--- src/design/pvu_pkg.sv ---
// Shared types, constants and the arctangent table for the velocity-to-unicycle pipeline.
package pvu_pkg;

	localparam int XW = 34;
	localparam int IDXW = 4;
	localparam int VW = 16;
	localparam int LW = 15;
	localparam int VMAGW = 17;
	localparam int WMAGW = 29;
	localparam int PROD_W = XW + VW;
	localparam int SUM_W = PROD_W + 1;
	localparam int DIV2_QW = 16;
	localparam int DIV2_NW = WMAGW + DIV2_QW;
	localparam int ATAN_LEN = 24;

	localparam logic signed [XW-1:0] CORDIC_GAIN = 34'sd652032874;
	localparam logic signed [XW-1:0] QUARTER_TURN = 34'sd1073741824;
	localparam logic signed [XW-1:0] HALF_TURN = 34'sd2147483648;

	localparam logic [1:0] REG_MAX_LINEAR = 2'd0;
	localparam logic [1:0] REG_MAX_TURN = 2'd1;
	localparam logic [1:0] REG_OFFSET = 2'd2;

	localparam logic [LW-1:0] RST_MAX_LINEAR = 15'd4096;
	localparam logic [LW-1:0] RST_MAX_TURN = 15'd4096;
	localparam logic [LW-1:0] RST_OFFSET = 15'd410;

	typedef struct packed {
		logic signed [XW-1:0] x;
		logic signed [XW-1:0] y;
		logic signed [XW-1:0] z;
		logic flip;
		logic [IDXW-1:0] idx;
		logic signed [VW-1:0] vx;
		logic signed [VW-1:0] vy;
	} cord_t;

	typedef struct packed {
		logic [IDXW-1:0] idx;
		logic v_neg;
		logic [VMAGW-1:0] v_mag;
		logic w_neg;
	} tag1_t;

	typedef struct packed {
		logic [IDXW-1:0] idx;
		logic v_neg;
		logic [VMAGW-1:0] v_mag;
		logic w_neg;
		logic [WMAGW-1:0] w_mag;
		logic over;
		logic br_v;
	} tag2_t;

	function automatic logic [31:0] atan_val(input int i);
		logic [31:0] r;
		unique case (i)
			0: r = 32'h20000000;
			1: r = 32'h12E4051E;
			2: r = 32'h09FB385B;
			3: r = 32'h051111D4;
			4: r = 32'h028B0D43;
			5: r = 32'h0145D7E1;
			6: r = 32'h00A2F61E;
			7: r = 32'h00517C55;
			8: r = 32'h0028BE53;
			9: r = 32'h00145F2F;
			10: r = 32'd667544;
			11: r = 32'd333772;
			12: r = 32'd166886;
			13: r = 32'd83443;
			14: r = 32'd41722;
			15: r = 32'd20861;
			16: r = 32'd10430;
			17: r = 32'd5215;
			18: r = 32'd2608;
			19: r = 32'd1304;
			20: r = 32'd652;
			21: r = 32'd326;
			22: r = 32'd163;
			23: r = 32'd81;
			default: r = 32'd0;
		endcase
		return r;
	endfunction

endpackage

--- src/design/pvu_cordic_cell.sv ---
// One rotation-mode CORDIC micro-rotation with its pipeline register.
module pvu_cordic_cell #(
	parameter int IDX = 0
) (
	input  logic           clk,
	input  logic           arst_n,
	input  logic           in_valid,
	input  pvu_pkg::cord_t in_word,
	output logic           out_valid,
	output pvu_pkg::cord_t out_word
);
	import pvu_pkg::*;

	logic signed [XW-1:0] dx;
	logic signed [XW-1:0] dy;
	logic signed [XW-1:0] ang;
	cord_t nxt;
	logic valid_q;
	cord_t word_q;

	always_comb begin
		dx = in_word.y >>> IDX;
		dy = in_word.x >>> IDX;
		ang = XW'(atan_val(IDX));
		nxt = in_word;
		if (!in_word.z[XW-1]) begin
			nxt.x = in_word.x - dx;
			nxt.y = in_word.y + dy;
			nxt.z = in_word.z - ang;
		end else begin
			nxt.x = in_word.x + dx;
			nxt.y = in_word.y - dy;
			nxt.z = in_word.z + ang;
		end
	end

	always_ff @(posedge clk or negedge arst_n) begin
		if (!arst_n) begin
			valid_q <= 1'b0;
		end else begin
			valid_q <= in_valid;
		end
	end

	always_ff @(posedge clk) begin
		word_q <= nxt;
	end

	assign out_valid = valid_q;
	assign out_word = word_q;

endmodule

--- config.mk ---
export PLATFORM = sky130hd
export DESIGN_NAME = pvu_cordic_cell
export DESIGN_NICKNAME = d
export VERILOG_FILES = /design/src/design/pvu_pkg.sv /design/src/design/pvu_cordic_cell.sv
export SDC_FILE = /design/constraint.sdc
export NUM_CORES = 1
export LEC_CHECK = 0
export ABC_AREA = 1
export BUFFER_PORTS_ARGS = -buffer_cell sky130_fd_sc_hd__buf_2
export CORE_UTILIZATION = 54
export DETAILED_ROUTE_END_ITERATION = 8
export PLACE_DENSITY = 0.89
export SLEW_MARGIN = 20
export SYNTH_ARGS = -nofsm -noshare
export SYNTH_HDL_FRONTEND = slang
export SYNTH_SLANG_ARGS = --single-unit
--- constraint.sdc ---
create_clock -name clk -period 0.8 [get_ports clk]
set_clock_uncertainty 0.05 [all_clocks]
set_input_delay 0.16 -clock clk [delete_from_list [all_inputs] [get_ports clk]]
set_output_delay 0.16 -clock clk [all_outputs]
set_load 0.03 [all_outputs]
==> impl_metrics.ini, run 1 <==
[clocking]
cts-root-buf = clkbuf_16
cts_hold_buf = 70
cts_sinks = 139
cts_buffers = 17
ctsResizeCount = 856
cts_setup_buffers = 81
h-tree-depth = 4
clockBufferDepth = 2

[synthesis]
ys_ff_latch = 139
synth.distinct_cells = 39
netlist_area_sq_um = 10300
ys_warn_count = 0
yosys.area.top_type = dfxtp_1
synth_top_area_share = 0.269
avgSynthCellArea_sq_um = 6.30
syn-instance-count = 1630
synth_enable_flop_cells = 0
yosys-top-cells-count = nand2_1, inv_1, nand3_1
synth_area_leaders = dfxtp_1, nand2_1, ha_1
async_flop_share = 0.00719
yosysMostFrequentCell = nand2_1
synth_flop_cell = dfxtp_1
synth.yosys.seq_area_share = 0.271
syn_nets = 1878

[placement]
dp.cells = 2347
preCtsSetupSlack_ps = -1360
gp_congestion = 1.01
io_buffers = 281
place_hpwl_um = 36200

[outcome]
status = stopped before the end
outcome.stop_stage = clock tree synthesis
error = [ERROR DPL-0038] Utilization greater than 100%, impossible to legalize

[floorplan]
die_x_um = 140
die_h_um = 140
std_cell_rows = 50
initial_core_util = 0.551
io_pins = 282
## per-stage QoR
step | util | hold slack (ps) | cell area (sq um)
2_1_floorplan | - | -186 | 11700
3_3_place_gp | 0.796 | -115 | 14800
3_5_place_dp | 0.796 | -113 | 14800
## logic make-up after synthesis
kind of cell / synth area share
AO/OA/AOI/OAI: 0.125
XOR/XNOR: 0.0222
adder cells (fa/ha/maj): 0.132
buffers and inverters: 0.119
flip-flops: 0.271
AND/OR/NAND/NOR: 0.330
==> inputs of run 2 (changes only) <==
--- a/config.mk
+++ b/config.mk
@@ -7,9 +7,9 @@
 export LEC_CHECK = 0
 export ABC_AREA = 1
 export BUFFER_PORTS_ARGS = -buffer_cell sky130_fd_sc_hd__buf_2
-export CORE_UTILIZATION = 54
+export CORE_UTILIZATION = 40
 export DETAILED_ROUTE_END_ITERATION = 8
-export PLACE_DENSITY = 0.89
+export PLACE_DENSITY_LB_ADDON = 0.15
 export SLEW_MARGIN = 20
 export SYNTH_ARGS = -nofsm -noshare
 export SYNTH_HDL_FRONTEND = slang
==> run 2 against run 1 <==
Synthesized cell count stayed put. The flow now finishes, with violations (hold timing, setup timing). Area after synthesis is the same.
==> impl_metrics.ini, run 2 <==
[grt]
grt_max_degree = 36
grtUsageTotal = 0.356
grt_antenna_before_repair = 1
grt_overflow_total = 0
grt_pass1_vias = 13400
grt_pass1_wl_um = 72000

[placement]
place_hpwl_um = 34000
io_buffers = 281
place_area_sq_um = 15000
gp_congestion = 0.978

[worst_setup_path]
cp_max_fo = 4
cp.required_ps = 1140
setup.worst_path.end_class = register
critPathKind = in -> reg
crit_arrival_ps = 2070
cp-start-kind = input pin

[floorplan]
io_pins = 282
initial_core_util = 0.408
std_cell_rows = 58
core_sq_um = 25200
die_x_um = 162
die-area_sq_um = 26300
die_h_um = 162

[cells_and_area]
seq_area_sq_um = 2960
largest_reg_flops = 138
drive_above_1_share = 0.597
most-common-layout-cells = nand2_1, buf_4, buf_6, inv_1, dfxtp_2
layout_commonest_cell = nand2_1
multi_input_area_sq_um = 9330
fin_nets = 2523
syn2layout_area_growth_pct = 97.1
n_fill_cell = 1533
design_area_sq_um = 20200

[synthesis]
synth_enable_flop_cells = 0
synth_top_area_share = 0.269
yosys.area.top_type = dfxtp_1
async_flop_share = 0.00719
syn-instance-count = 1630
syn_nets = 1878
netlist_area_sq_um = 10300
synth.distinct_cells = 39
ys_warn_count = 0
avgSynthCellArea_sq_um = 6.30
synth_area_leaders = dfxtp_1, nand2_1, ha_1
yosys-top-cells-count = nand2_1, inv_1, nand3_1
ys_ff_latch = 139
synth.yosys.seq_area_share = 0.271
yosysMostFrequentCell = nand2_1
synth_flop_cell = dfxtp_1

[detailed_routing]
vias_per_cell = 5.44
drt-total-wl_um = 54000
postRouteAntennaNets = 0
drt_pass1_iterations = 6
vias = 14200
drt_iter0_drc = 1485
wl_per_cell_um = 20.6
drcViolationCount = 0

[sta]
rsz0062_at_grt = yes
post-route-min-period_ps = 1730
setup_viol = 208
holdWs_ps = -51.8
worst_pin_slew_ps = 448
period_share = 2.17
slew_viol_final = 0
hold_viol = 3
fmax_mhz = 577
relSlewSlack = 0.700
worst_slack_ps = -934

[clocking]
clk_pin_slew_ps = 70
cts_buffers = 17
clockBufferDepth = 2
h-tree-depth = 4
cts-root-buf = clkbuf_16
cts_sinks = 139
cts_hold_buf = 70
cts_tree = yes

[power_and_ir_drop]
p_sw_uw = 14000
pwr-share-comb = 0.490
swShare = 0.419
vdd_drop_max_uv = 1350
p_per_area_nw_per_um2 = 1650
clockPowerShare = 0.257
p_leak_uw = 0.00984
seq_power_share = 0.253
p_int_uw = 19400

[outcome]
status = finished, violations left
violations = hold timing, setup timing

[worst_hold_path]
whs_path_depth = 3
hold_class = in -> reg

[run]
maxCapViolCount = 0
-- run 2: kinds of logic (layout without fill, tap and decap cells) --
kind of cell / Yosys count / count (layout) / share of synthesized area
flops: 139 / 139 / 0.271
other cells: 0 / 1 / 0
fa+ha+maj: 106 / 106 / 0.132
compound gates: 242 / 242 / 0.125
simple gates: 822 / 822 / 0.330
xor+xnor: 26 / 26 / 0.0222
buf+inv: 295 / 953 / 0.119
-- run 2: layout make-up --
class | count | share of cell area
inverter | 249 | 0.0522
timing repair buffer | 672 | 0.291
clock buffer | 17 | 0.0210
sequential | 139 | 0.146
clock inverter | 15 | 0.00847
antenna | 1 | 0.000124
tap | 330 | 0.0204
multi-input combinational | 1196 | 0.461
-- run 2: power by group through the flow --
stage / sequential [uW] / clock [uW] / combinational [uW]
global route: 8490 / 8900 / 17100
detailed placement: 8140 / 0 / 11600
global placement: 8130 / 0 / 11600
finish: 8430 / 8580 / 16400
CTS: 8350 / 8430 / 14000
floorplan: 9820 / 0 / 5470
-- run 2: per-stage QoR --
step	total power, uW	TNS (ps)	cells	utilization	setup slack (ps)
3_3_place_gp	19700	-75460	2454	0.597	-1320
6_report	33400	-88090	2619	0.804	-934
4_1_cts	30800	-79130	2581	0.738	-672
5_1_grt	34500	-92870	2618	0.804	-979
2_1_floorplan	15300	-46340	1630	-	-813
3_5_place_dp	19800	-76770	2454	0.597	-1340
-- run 2: final timing paths --
path | from | to | slack (ps)
max in group asynchronous | arst_n | out_valid | 630
min in group asynchronous | arst_n | out_valid | -30
max | in_word[76] | out_word[92] | -930
min | in_word[105] | out_word[105] | -50
-- run 2: timing repair --
action,4_1_cts,5_1_grt
pin swaps,119,161
setup buffers,29,47
resized for setup,687,372
setup endpoints to repair,206,209
hold endpoints to repair,71,2
-- run 2: metal layers --
layer  global-route usage  share of wire  vias up
met1                0.435           0.38     6639
met4                0.177          0.061        0
met2                0.604           0.48      871
met5                    0              0        -
met3               0.0562          0.075      261
li1                     -              -     6468
-- run 2: critical path, cell delays in order --
cell	delay, ps
buf_4	120
buf_4	110
ha_1	200
inv_1	100
o21ai_2	330
nand2_1	110
nand2_1	100
nand3_1	90
nand3b_1	120
buf_6	140
nand2_1	100
nand3_1	160
nand3_2	130
nand2_1	90
Note: power is estimated with default switching activity, not from simulation.
==> inputs of run 3 (changes only) <==
--- a/config.mk
+++ b/config.mk
@@ -7,7 +7,8 @@
 export LEC_CHECK = 0
 export ABC_AREA = 1
 export BUFFER_PORTS_ARGS = -buffer_cell sky130_fd_sc_hd__buf_2
-export CORE_UTILIZATION = 40
+export CORE_UTILIZATION = 42
+export CTS_CLUSTER_DIAMETER = 80
 export DETAILED_ROUTE_END_ITERATION = 8
 export PLACE_DENSITY_LB_ADDON = 0.15
 export SLEW_MARGIN = 20
==> run 3 against run 2 <==
Area after synthesis did not move. Synthesized cell count unchanged. The flow now stops in global routing.
==> impl_metrics.ini, run 3 <==
[synthesis]
ys_warn_count = 0
async_flop_share = 0.00719
yosysMostFrequentCell = nand2_1
synth_flop_cell = dfxtp_1
synth.yosys.seq_area_share = 0.271
syn-instance-count = 1630
syn_nets = 1878
synth_enable_flop_cells = 0
netlist_area_sq_um = 10300
yosys.area.top_type = dfxtp_1
ys_ff_latch = 139
yosys-top-cells-count = nand2_1, inv_1, nand3_1
synth_area_leaders = dfxtp_1, nand2_1, ha_1
avgSynthCellArea_sq_um = 6.30
synth.distinct_cells = 39
synth_top_area_share = 0.269

[clocking]
cts_sinks = 139
clockBufferDepth = 2
cts-root-buf = clkbuf_16
cts_buffers = 17
h-tree-depth = 4

[outcome]
outcome.stop_stage = global routing
status = stopped before the end
error = [ERROR GRT-0232] Routing congestion too high. Check the congestion heatmap in the GUI.

[placement]
place_area_sq_um = 15100
place_hpwl_um = 34400
io_buffers = 281
dp.cells = 2451
gp_congestion = 0.947

[floorplan]
die_h_um = 158
die_x_um = 158
initial_core_util = 0.432
io_pins = 282
std_cell_rows = 56

[grt]
grtUsageTotal = 0.727
grt_overflow_total = 92
grt_max_degree = 27

[sta]
endpoint_type = sequential cell input
crit_endpoint = out_word[100]$_DFF_P_/D
==> run 3: stage by stage <==
stage	worst slack [ps]	hold slack, ps
after floorplan	-813	-186
after global placement	-1310	-114
after detailed placement	-1330	-114
after CTS	-678	-40.9
==> run 3: routing by layer <==
| layer | overflow | GRT usage |
|---|---|---|
| met1 | 3 | 0.717 |
| met2 | 48 | 0.882 |
| met3 | 0 | 0.612 |
| met4 | 41 | 0.694 |
| met5 | 0 | 0.325 |
==> run 3: kinds of logic after synthesis <==
group | after synthesis | synth area share
XOR/XNOR | 26 | 0.0222
AO/OA/AOI/OAI | 242 | 0.125
flip-flops | 139 | 0.271
buffers and inverters | 295 | 0.119
adder cells (fa/ha/maj) | 106 | 0.132
AND/OR/NAND/NOR | 822 | 0.330
==> run 3: what timing repair did <==
action                                  CTS
hold buffers                             70
hold endpoints to repair                 71
gates resized for setup                 755
setup buffers                            56
pin swaps                               162
endpoints found under the setup margin  206
