`config.mk`:
```
export PLATFORM = sky130hd
export DESIGN_NAME = pvu_div_cell
export DESIGN_NICKNAME = d
export VERILOG_FILES = /design/src/design/pvu_div_cell.sv
export SDC_FILE = /design/constraint.sdc
export NUM_CORES = 1
export LEC_CHECK = 0
export ABC_AREA = 1
export BUFFER_PORTS_ARGS = -buffer_cell sky130_fd_sc_hd__buf_2
export CELL_PAD_IN_SITES_DETAIL_PLACEMENT = 0
export CELL_PAD_IN_SITES_GLOBAL_PLACEMENT = 2
export CORE_MARGIN = 8
export CORE_UTILIZATION = 25
export CTS_BUF_LIST = sky130_fd_sc_hd__clkbuf_4 sky130_fd_sc_hd__clkbuf_8
export CTS_CLUSTER_SIZE = 10
export DETAILED_ROUTE_END_ITERATION = 10
export PLACE_DENSITY = 0.8
export SLEW_MARGIN = 20
export SYNTH_ARGS = -nofsm -noshare
export SYNTH_HDL_FRONTEND = slang
export SYNTH_SLANG_ARGS = --single-unit
```
`constraint.sdc`:
```
create_clock -name clk -period 0.8 [get_ports clk]
set_input_delay 0.12 -clock clk [delete_from_list [all_inputs] [get_ports clk]]
set_output_delay 0.12 -clock clk [all_outputs]
set_load 0.01 [all_outputs]
```
`src/design/pvu_div_cell.sv`:
```
// One restoring-division step: brings down a dividend bit, shifts in a quotient bit.
module pvu_div_cell #(
	parameter int RW = 15,
	parameter int DW = 29,
	parameter int TW = 1
) (
	input  logic          clk,
	input  logic          arst_n,
	input  logic          in_valid,
	input  logic [RW-1:0] in_rem,
	input  logic [DW-1:0] in_lo,
	input  logic [RW-1:0] in_div,
	input  logic [TW-1:0] in_tag,
	output logic          out_valid,
	output logic [RW-1:0] out_rem,
	output logic [DW-1:0] out_lo,
	output logic [RW-1:0] out_div,
	output logic [TW-1:0] out_tag
);
	logic [RW:0] t;
	logic [RW:0] diff;
	logic ge;
	logic valid_q;
	logic [RW-1:0] rem_q;
	logic [DW-1:0] lo_q;
	logic [RW-1:0] div_q;
	logic [TW-1:0] tag_q;

	always_comb begin
		t = {in_rem, in_lo[DW-1]};
		diff = t - {1'b0, in_div};
		ge = (t >= {1'b0, in_div});
	end

	always_ff @(posedge clk or negedge arst_n) begin
		if (!arst_n) begin
			valid_q <= 1'b0;
		end else begin
			valid_q <= in_valid;
		end
	end

	always_ff @(posedge clk) begin
		rem_q <= ge ? diff[RW-1:0] : t[RW-1:0];
		lo_q <= {in_lo[DW-2:0], ge};
		div_q <= in_div;
		tag_q <= in_tag;
	end

	assign out_valid = valid_q;
	assign out_rem = rem_q;
	assign out_lo = lo_q;
	assign out_div = div_q;
	assign out_tag = tag_q;

endmodule

```
== After elaboration in Yosys (flattened, before gate mapping) ==
Cells that the tools add are included.
Word-level totals
  flip-flop bits (word level): 61
  bits in latches: 0
  RAM bits: 0
  memory bits (read-only): 0
  output and inout bits: 61
  memories: 0
Operators by class
  add/subtract/negate cells: 1
  multipliers: 0
  div/mod/pow operators: 0
  magnitude comparators: 1
  equality and inequality tests: 0
  shift-type cells: 0
  mux-type cells: 1
  bitwise operators: 0
  reduce and logical (&&, ||, !) cells: 0
Operators with widths (number)
  >= comparator 16 x 15 -> 1 bit: 1
  2-to-1 mux 15 bit: 1
  subtractor 15 bit: 1

== Logic depth before layout (Yosys ltp) ==
Gate-level depths: netlist of the first run.
  word-level depth: 2
  mapped depth: 13
  depth with buffers taken out: 13

== Worst setup path after synthesis of the first run ==
OpenSTA, ideal clock, no wires.
  path type: input to register
  start point: in in_lo[28]
  end point: reg rem_q[13] (netlist: out_rem[13])
  library setup time: 0.113 ns
  arrival: 1.459 ns
  required time: 0.687 ns
  setup slack: -0.772 ns
  stages on the path: 12
  path through: inv_1 > ha_1 > fa_1 > inv_1 > nand2_1 > nand2_1 > nand3_2 > nand3_2 > nand2_4 > buf_4 > nand3_1 > nand2_1
Between the ends
  longest elaborated chain between the ends: 2
RTL lines
  start: declaration: line 11  | input logic [DW-1:0] in_lo,
  subtractor 15 bit / >= comparator 16 x 15 -> 1 bit (equally long branches): line 31, 32
  2-to-1 mux 15 bit *: line 44  | rem_q <= ge ? diff[RW-1:0] : t[RW-1:0];
  end signal: assignment: line 44
  end: declaration: line 24  | logic [RW-1:0] rem_q;
Every way passes the cells marked *; elsewhere a longest branch is shown, timed or not.

== Final worst setup path of the first run ==
  start point: in in_lo[28]
  end point: reg rem_q[4] (netlist: out_rem[4])
The elaborated chain is that of the path after synthesis.

==> flow_metrics.tcl, run 1 <==
set metrics [dict create \
    status "finished with violations" \
    failed_checks "negative setup slack" \
    multi_input_area_um2 1350 \
    crit_chain "buf_8, inv_12, ha_4, fa_2, inv_2, nand2_4, nand2_4, nand3_4, nand3_4, nand2_8, buf_6, nand3_2, nand2_1" \
    area_delta_synth_final_pct 91.3 \
    totalWireLength_mm 8.45 \
    num-nets-final 603 \
    first_iter_violations 73 \
    worst_ep_required_time_ns 1.03 \
    cp-end-kind "flip-flop" \
    path_max_fanout 6 \
    grt_antenna_before_repair 0 \
    cts_tree "done" \
    combPwrFrac 0.275 \
    final_cells 661 \
    start_kind "input port" \
    setup_tns_ns -11.78 \
    async_flop_share 0.0164 \
    layout_setup_ws_ns -0.475 \
    final_hold_viol_count 0 \
    synth_nets 376 \
    worstSetupPathType "input port to flip-flop" \
    p_leak_nw 2.46 \
    initial_core_util 0.257 \
    syn_avg_cell_area_um2 8.45 \
    fin_area_um2 4800 \
    core-area_um2 9770 \
    grt_pass1_vias 2731 \
    swShare 0.279 \
    synthesis.area_um2 2510 \
    antenna_left 0 \
    final_cell_mix "buf_2, nand2_1, inv_1, dlygate4sd3_1, buf_4" \
    track_usage 0.120 \
    portBuffers 123 \
    ys_types 30 \
    netlist_instances 297 \
    hp-class "input port to flip-flop" \
    p_seq_frac 0.402 \
    fmax_ghz 0.784 \
    place_area_um2 3650 \
    synth-edff-count 0 \
    clk_pin_slew_ns 0.07 \
    grt_util_met2 0.207 \
    p_int_mw 6.14 \
    rsz0062_at_grt "yes" \
    cts_max_level 3 \
    use_met1 0.135 \
    cp_slowest_cell "fa_2" \
    critical_path_buf_inv_count 4 \
    arrival_ns 1.50 \
    timing.final.crit_period_ns 1.28 \
    clockPowerShare 0.323 \
    seq_area_frac_synth 0.489 \
    cts.sinks 61 \
    post-route-util 0.491 \
    n_antenna_cell 0 \
    drc 0 \
    vias_per_cell 4.01 \
    cts_buffer_depth 2 \
    die-area_um2 13500 \
    crit_cells 13 \
    numCtsBuffers 9 \
    drv_cap 0 \
    final_common_cell "buf_2" \
    gr-usage-met3 0.0331 \
    vias 2651 \
    drive_gt1_frac 0.515 \
    min_from "in_lo[28]" \
    io_pins 124 \
    rows 36 \
    switching_power_mw 2.38 \
    irDropWorstVdd_mv 0.630 \
    root_buffer "clkbuf_8" \
    drv_slew 0 \
    wire_per_inst_um 12.8 \
    p_per_area_nw_per_um2 1770 \
    place_hpwl_mm 6.03 \
    die_y_um 116 \
    yosys_warnings 0 \
    maxSlewHeadroom 0.825 \
    ys.flop_type "dfxtp_1" \
    place_congestion 0.756 \
    critPathTopFamily "simple AND/OR/NAND/NOR gates" \
    fillers 929 \
    cp-startpoint "in_lo[28]" \
    grt_first_pass_wirelength_mm 12.6 \
    finalCritPeriodShare 1.59 \
    register_area_um2 1250 \
    busiest_layer "met2" \
    worstHoldEndpoint "out_rem[0]$_DFF_P_" \
    hold_path_depth 3 \
    fp.dieW_um 116 \
    dp.cells 597 \
    hold_ws_ns 0.0503 \
    setup_viol 77 \
    dr.pass1.iters 5 \
    ys_seq_elements 61 \
    grt_overflow 0 \
    grt_max_degree 11 \
    slowest_delay_ns 0.33 \
    worst_pin_slew_ns 0.263 \
]
==> sequential cells by signal, indices dropped and copies added, names as in the netlist <==
name and flops:
out_div 15, out_lo 29, out_rem 15, out_tag 1, out_valid 1
==> cells in the mapped netlist (2+ instances only) <==
master / n / area (um^2)
nand2_1: 86 / 323
dfxtp_1: 60 / 1200
inv_1: 48 / 180
nand3_1: 27 / 135
ha_1: 15 / 188
nor2_1: 12 / 45.0
nand3_2: 6 / 60.1
a21oi_1: 5 / 25.0
inv_2: 5 / 18.8
nand4_1: 4 / 25.0
xor2_1: 4 / 35.0
and2_1: 2 / 12.5
nand2_2: 2 / 12.5
nand2_4: 2 / 22.5
nand3b_1: 2 / 15.0
nor2_4: 2 / 22.5
o21ai_0: 2 / 10.0
==> logic make-up after synthesis <==
group	count (synthesis)	share of synthesized area
buffers and inverters	56	0.0928
flip-flops	61	0.489
AO/OA/AOI/OAI	9	0.0224
AND/OR/NAND/NOR	150	0.296
XOR/XNOR	5	0.0175
adder cells (fa/ha/maj)	16	0.0828
==> cell type report <==
class	count	share of cell area
clock buffer	11	0.0315
clock inverter	4	0.00991
sequential	61	0.261
inverter	53	0.0441
timing repair buffer	217	0.337
multi-input combinational	182	0.282
tap	133	0.0347
==> worst max-delay path by stage <==
stage / end / slack, ns
6_report: out_rem[4]$_DFF_P_ / -0.48
3_5_place_dp: out_rem[4]$_DFF_P_ / -0.90
2_1_floorplan: out_rem[11]$_DFF_P_ / -0.62
3_3_place_gp: out_rem[9]$_DFF_P_ / -0.87
4_1_cts: out_rem[7]$_DFF_P_ / -0.44
5_1_grt: out_rem[7]$_DFF_P_ / -0.53
==> metrics by stage <==
step	setup WS (ns)	total power, mW
floorplan	-0.618	4.41
global placement	-0.870	5.26
detailed placement	-0.896	5.27
CTS	-0.445	8.43
global route	-0.531	9.04
finish	-0.475	8.51
==> routing by layer <==
| metal | vias up | share of wire |
|---|---|---|
| met2 | 91 | 0.48 |
| met5 | - | 0 |
| li1 | 1375 | - |
| met1 | 1175 | 0.41 |
| met4 | 0 | 0.018 |
| met3 | 10 | 0.087 |
==> tightest hold or removal path, stage by stage <==
cell and delay [ns]:
buf_8 0.11, inv_12 0.04, o21ai_0 0.07
==> power by group through the flow <==
stage	Combinational (mW)	Clock, mW	Sequential (mW)
after global placement	1.82	0	3.45
after floorplan	0.813	0	3.59
final	2.34	2.75	3.42
after CTS	2.16	2.87	3.39
after global routing	2.59	3.01	3.44
after detailed placement	1.83	0	3.44
==> timing repair <==
action,4_1_cts,5_1_grt
setup endpoints to repair,77,77
pin swaps,14,12
resized for setup,39,59
buffers inserted,1,0
hold endpoints to repair,46,0
cloned,1,1
hold buffers,46,0
No activity file was read; power rests on OpenSTA's default activity.
==> inputs of run 2 (changes only) <==
clock period = 1.4 ns   (was 0.8 ns; I/O delays follow)
==> run 2 against run 1 <==
Against the previous run: the flow now finishes without violations; first-iteration DRC count up 34%; power down 45%; die area unchanged; hold slack got worse by 0.020 ns; global-route usage fell by 0.45 points; sequential power fell by 44%; largest power group unchanged.
==> flow_metrics.tcl, run 2 (synthesis results as in run 1) <==
set metrics [dict create \
    register_area_um2 1230 \
    finalCritPeriodShare 0.962 \
    busiest_layer "met2" \
    slowest_delay_ns 0.33 \
    post-route-util 0.448 \
    fillers 978 \
    path_max_fanout 5 \
    place_ws_ns -0.386 \
    hp-class "input port to flip-flop" \
    arrival_ns 1.58 \
    cp_slowest_cell "fa_2" \
    area_delta_synth_final_pct 74.4 \
    vias_per_cell 3.86 \
    track_usage 0.116 \
    totalWireLength_mm 7.86 \
    initial_core_util 0.257 \
    fp.dieW_um 116 \
    num-nets-final 598 \
    n_antenna_cell 0 \
    setup_viol 0 \
    grt_util_met2 0.195 \
    grt_first_pass_wirelength_mm 12.1 \
    vias 2535 \
    fmax_ghz 0.742 \
    largest_reg_flops 29 \
    drv_cap 0 \
    cts_buffer_depth 2 \
    status "finished clean" \
    rows 36 \
    place_hpwl_mm 6.03 \
    worst_ep_required_time_ns 1.63 \
    crit_chain "buf_2, ha_4, fa_2, inv_2, nand2_4, nand2_4, nand3_4, nand3_4, nand2_8, buf_4, nand3_1, nand2_1" \
    timing.final.crit_period_ns 1.35 \
    multi_input_area_um2 1150 \
    start_kind "input port" \
    cts.sinks 61 \
    grt_pass1_vias 2613 \
    first_iter_violations 98 \
    final_cell_mix "buf_2, nand2_1, dfxtp_1, inv_1, buf_4" \
    die-area_um2 13500 \
    maxSlewHeadroom 0.740 \
    critical_path_buf_inv_count 3 \
    crit_cells 12 \
    dr.pass1.iters 4 \
    place_congestion 0.756 \
    portBuffers 123 \
    layout_setup_ws_ns 0.0530 \
    grt_antenna_before_repair 0 \
    irDropWorstVdd_mv 0.357 \
    core-area_um2 9770 \
    use_met1 0.132 \
    wire_per_inst_um 12.0 \
    drv_slew 0 \
    cts_tree "done" \
    drive_gt1_frac 0.428 \
    grt_overflow 0 \
    clk_pin_slew_ns 0.07 \
    hold_path_depth 1 \
    p_per_area_nw_per_um2 1070 \
    final_common_cell "buf_2" \
    die_y_um 116 \
    rsz0062_at_grt "yes" \
    root_buffer "clkbuf_8" \
    worstSetupPathType "input port to flip-flop" \
    power.total_mw 4.66 \
    cts_max_level 3 \
    io_pins 124 \
    critPathTopFamily "simple AND/OR/NAND/NOR gates" \
    numCtsBuffers 9 \
    cp-end-kind "flip-flop" \
    final_hold_viol_count 0 \
    p_leak_nw 2.36 \
    antenna_left 0 \
    worst_pin_slew_ns 0.388 \
    grt_max_degree 19 \
    drc 0 \
    gr-usage-met3 0.0331 \
]
## run 2: cell types whose count changed in the layout (fill, tap and decap cells not counted), moves of 7 or more
| cell | delta |
|---|---|
| dfxtp_2 | -22 |
| buf_2 | +23 |
| ha_1 | +7 |
| dfxtp_1 | +22 |
| buf_6 | -24 |
| nand3_2 | -11 |
| ha_4 | -8 |
| nand3_1 | +11 |
## run 2: path summary, 6_finish.rpt
kind | startpoint | endpoint | slack (ns)
worst max-delay path | in_div[0] | out_rem[2]$_DFF_P_ | 0.05
worst min-delay path | in_div[0] | out_div[0]$_DFF_P_ | 0.03
max in group asynchronous | arst_n | out_valid$_DFF_PN0_ | 1.12
min in group asynchronous | arst_n | out_valid$_DFF_PN0_ | 0.20
## run 2: power by group
group | internal [mW] | total [mW] | leakage (nW) | switching, mW
Combinational | 0.575 | 1.17 | 1.74 | 0.593
Clock | 0.902 | 1.57 | 0.101 | 0.663
Sequential | 1.89 | 1.93 | 0.518 | 0.0365
## run 2: routing by layer
metal	part of all wire	up-vias	wire length [um]
met4	0.021	0	167
met2	0.45	89	3570
li1	-	1362	-
met1	0.43	1073	3410
met5	0	-	0
met3	0.091	11	714
## run 2: timing repair
action	4_1_cts	5_1_grt
buffers inserted	0	1
pin swaps	0	9
gates cloned	0	1
hold buffers	42	0
endpoints found under the hold margin	42	0
setup endpoints to repair	7	15
gates resized for setup	1	18
## run 2: metrics by stage
step | TNS, ns | hold slack (ns) | std cells | area (um^2)
after floorplan | -1.24 | -0.0856 | 297 | 2560
after detailed placement | -5.77 | -0.00891 | 597 | 3650
after global routing | -0.0136 | 0.0114 | 656 | 4370
after CTS | 0 | 0.00924 | 654 | 4280
after global placement | -5.49 | -0.0158 | 597 | 3650
final | 0 | 0.0302 | 656 | 4370
## run 2: cell type report
type,instances,share of cell area
Clock buffer,11,0.0346
Clock inverter,4,0.0109
Inverter,53,0.0483
Multi-Input combinational cell,181,0.264
Sequential cell,61,0.280
Tap cell,133,0.0380
Timing Repair Buffer,213,0.324
==> inputs of run 3 (changes only) <==
BUFFER_PORTS_ARGS = unset   (was -buffer_cell sky130_fd_sc_hd__buf_2)
CORE_UTILIZATION = 33   (was 25)
CTS_BUF_LIST = sky130_fd_sc_hd__clkbuf_4 sky130_fd_sc_hd__clkbuf_8 sky130_fd_sc_hd__clkbuf_16   (was sky130_fd_sc_hd__clkbuf_4 sky130_fd_sc_hd__clkbuf_8)
DONT_BUFFER_PORTS = 1   (was unset)
PLACE_DENSITY = 0.76   (was 0.8)
TNS_END_PERCENT = 20   (was unset)
==> run 3 against run 2 <==
Against the previous run: cell count decreased by 24%; via count fell by 16%; fmax is 6.9% higher; first-iteration DRC count fell by 37%; clock power about the same; sequential cell count did not move; core utilization rose by 5.7 points; die area is 21% lower; clock-buffer cell count decreased by 2; cell area fell by 16%; critical endpoint is now out_rem[8]$_DFF_P_; largest power group unchanged.
==> flow_metrics.tcl, run 3 (synthesis results as in run 1) <==
set metrics [dict create \
    irDropWorstVdd_mv 0.471 \
    post-route-util 0.505 \
    worst_ep_required_time_ns 1.63 \
    hp-class "input port to flip-flop" \
    fp.dieW_um 103 \
    place_ws_ns -0.204 \
    grt_max_degree 19 \
    die_y_um 103 \
    finalCritPeriodShare 0.900 \
    worst_pin_slew_ns 0.381 \
    cts_buffer_depth 2 \
    arrival_ns 1.49 \
    drive_gt1_frac 0.194 \
    largest_reg_flops 29 \
    fillers 724 \
    totalWireLength_mm 7.45 \
    dp.cells 426 \
    initial_core_util 0.344 \
    setup_viol 0 \
    final_common_cell "nand2_1" \
    start_kind "input port" \
    p_leak_nw 1.85 \
    cp_slowest_cell "fa_2" \
    layout_setup_ws_ns 0.140 \
    area_delta_synth_final_pct 46.7 \
    p_per_area_nw_per_um2 1200 \
    grt_pass1_vias 2319 \
    dr.pass1.iters 4 \
    critPathTopFamily "simple AND/OR/NAND/NOR gates" \
    grt_first_pass_wirelength_mm 11.4 \
    wire_per_inst_um 14.9 \
    cts.sinks 61 \
    place_congestion 0.804 \
    antenna_left 0 \
    post-cts-setup-buffers 0 \
    drc 0 \
    drv_slew 0 \
    root_buffer "clkbuf_8" \
    hold_ws_ns 0.0300 \
    cp-end-kind "flip-flop" \
    rows 31 \
    first_iter_violations 62 \
    path_max_fanout 8 \
    grt_overflow 0 \
    rsz0062_at_grt "no" \
    n_antenna_cell 0 \
    fmax_ghz 0.794 \
    grt_antenna_before_repair 0 \
    final_hold_viol_count 0 \
    vias_per_cell 4.26 \
    crit_chain "inv_12, ha_4, fa_2, inv_2, nand2_2, nand2_2, nand3_2, nand3_2, nand2_4, buf_4, nand3_1, nand2_1" \
    clk_pin_slew_ns 0.06 \
    critical_path_buf_inv_count 3 \
    slowest_delay_ns 0.35 \
    timing.final.crit_period_ns 1.26 \
    io_pins 124 \
    core-area_um2 7290 \
    final_cell_mix "nand2_1, dfxtp_1, dlygate4sd3_1, inv_1, buf_4" \
    setup_tns_ns 0 \
    place_hpwl_mm 5.66 \
    cts_max_level 3 \
    vias 2134 \
    worstSetupPathType "input port to flip-flop" \
    status "finished clean" \
    die-area_um2 10600 \
    final_cells 501 \
    maxSlewHeadroom 0.744 \
    num-nets-final 476 \
    cts_tree "done" \
    portBuffers 0 \
    track_usage 0.144 \
    numCtsBuffers 9 \
    drv_cap 0 \
]
==> run 3: changes by cell type in the layout (fill, tap and decap cells not counted), sizes merged <==
cell	previous run	this run
nand2	92	91
clkinvlp	1	3
dlygate4sd3	42	59
inv	53	54
clkbuf	11	9
buf	171	33
==> run 3: through the flow <==
step | instance area [um^2] | power (mW)
floorplan | 2560 | 2.52
global placement | 2890 | 2.76
detailed placement | 2890 | 2.77
CTS | 3670 | 4.49
global route | 3680 | 4.69
finish | 3680 | 4.41
==> run 3: cell type report <==
type / count / area [um^2] / share of cell area
repair buffers: 92 / 838 / 0.228
flip-flops and latches: 61 / 1230 / 0.333
clock inverters: 7 / 75.1 / 0.0204
clock buffers: 9 / 124 / 0.0337
multi-input cells: 180 / 1080 / 0.294
inverters: 53 / 211 / 0.0574
well taps: 99 / 124 / 0.0337
==> run 3: per-layer routing <==
metal,GRT usage,part of all wire,vias up
met2,0.232,0.43,96
li1,-,-,1117
met3,0.0663,0.12,12
met4,0.0567,0.016,0
met5,0,0,-
met1,0.161,0.44,909
==> run 3: timing repair <==
action,CTS,global route
resized for setup,0,0
hold buffers,58,1
endpoints found under the hold margin,58,1
==> run 3: report_power, final <==
part / switching [mW] / internal (mW) / total, mW
Sequential: 0.153 / 1.89 / 2.05
Combinational: 0.390 / 0.409 / 0.799
Clock: 0.735 / 0.826 / 1.56
Total: 1.28 / 3.13 / 4.41
==> run 3: worst paths after layout <==
check	start	end	slack, ns	cells after the start
worst max-delay path	in_lo[28]	out_rem[8]$_DFF_P_	0.14	12
min in group asynchronous	arst_n	out_valid$_DFF_PN0_	0.08	1
worst min-delay path	in_rem[7]	out_rem[8]$_DFF_P_	0.03	2
max in group asynchronous	arst_n	out_valid$_DFF_PN0_	1.21	1
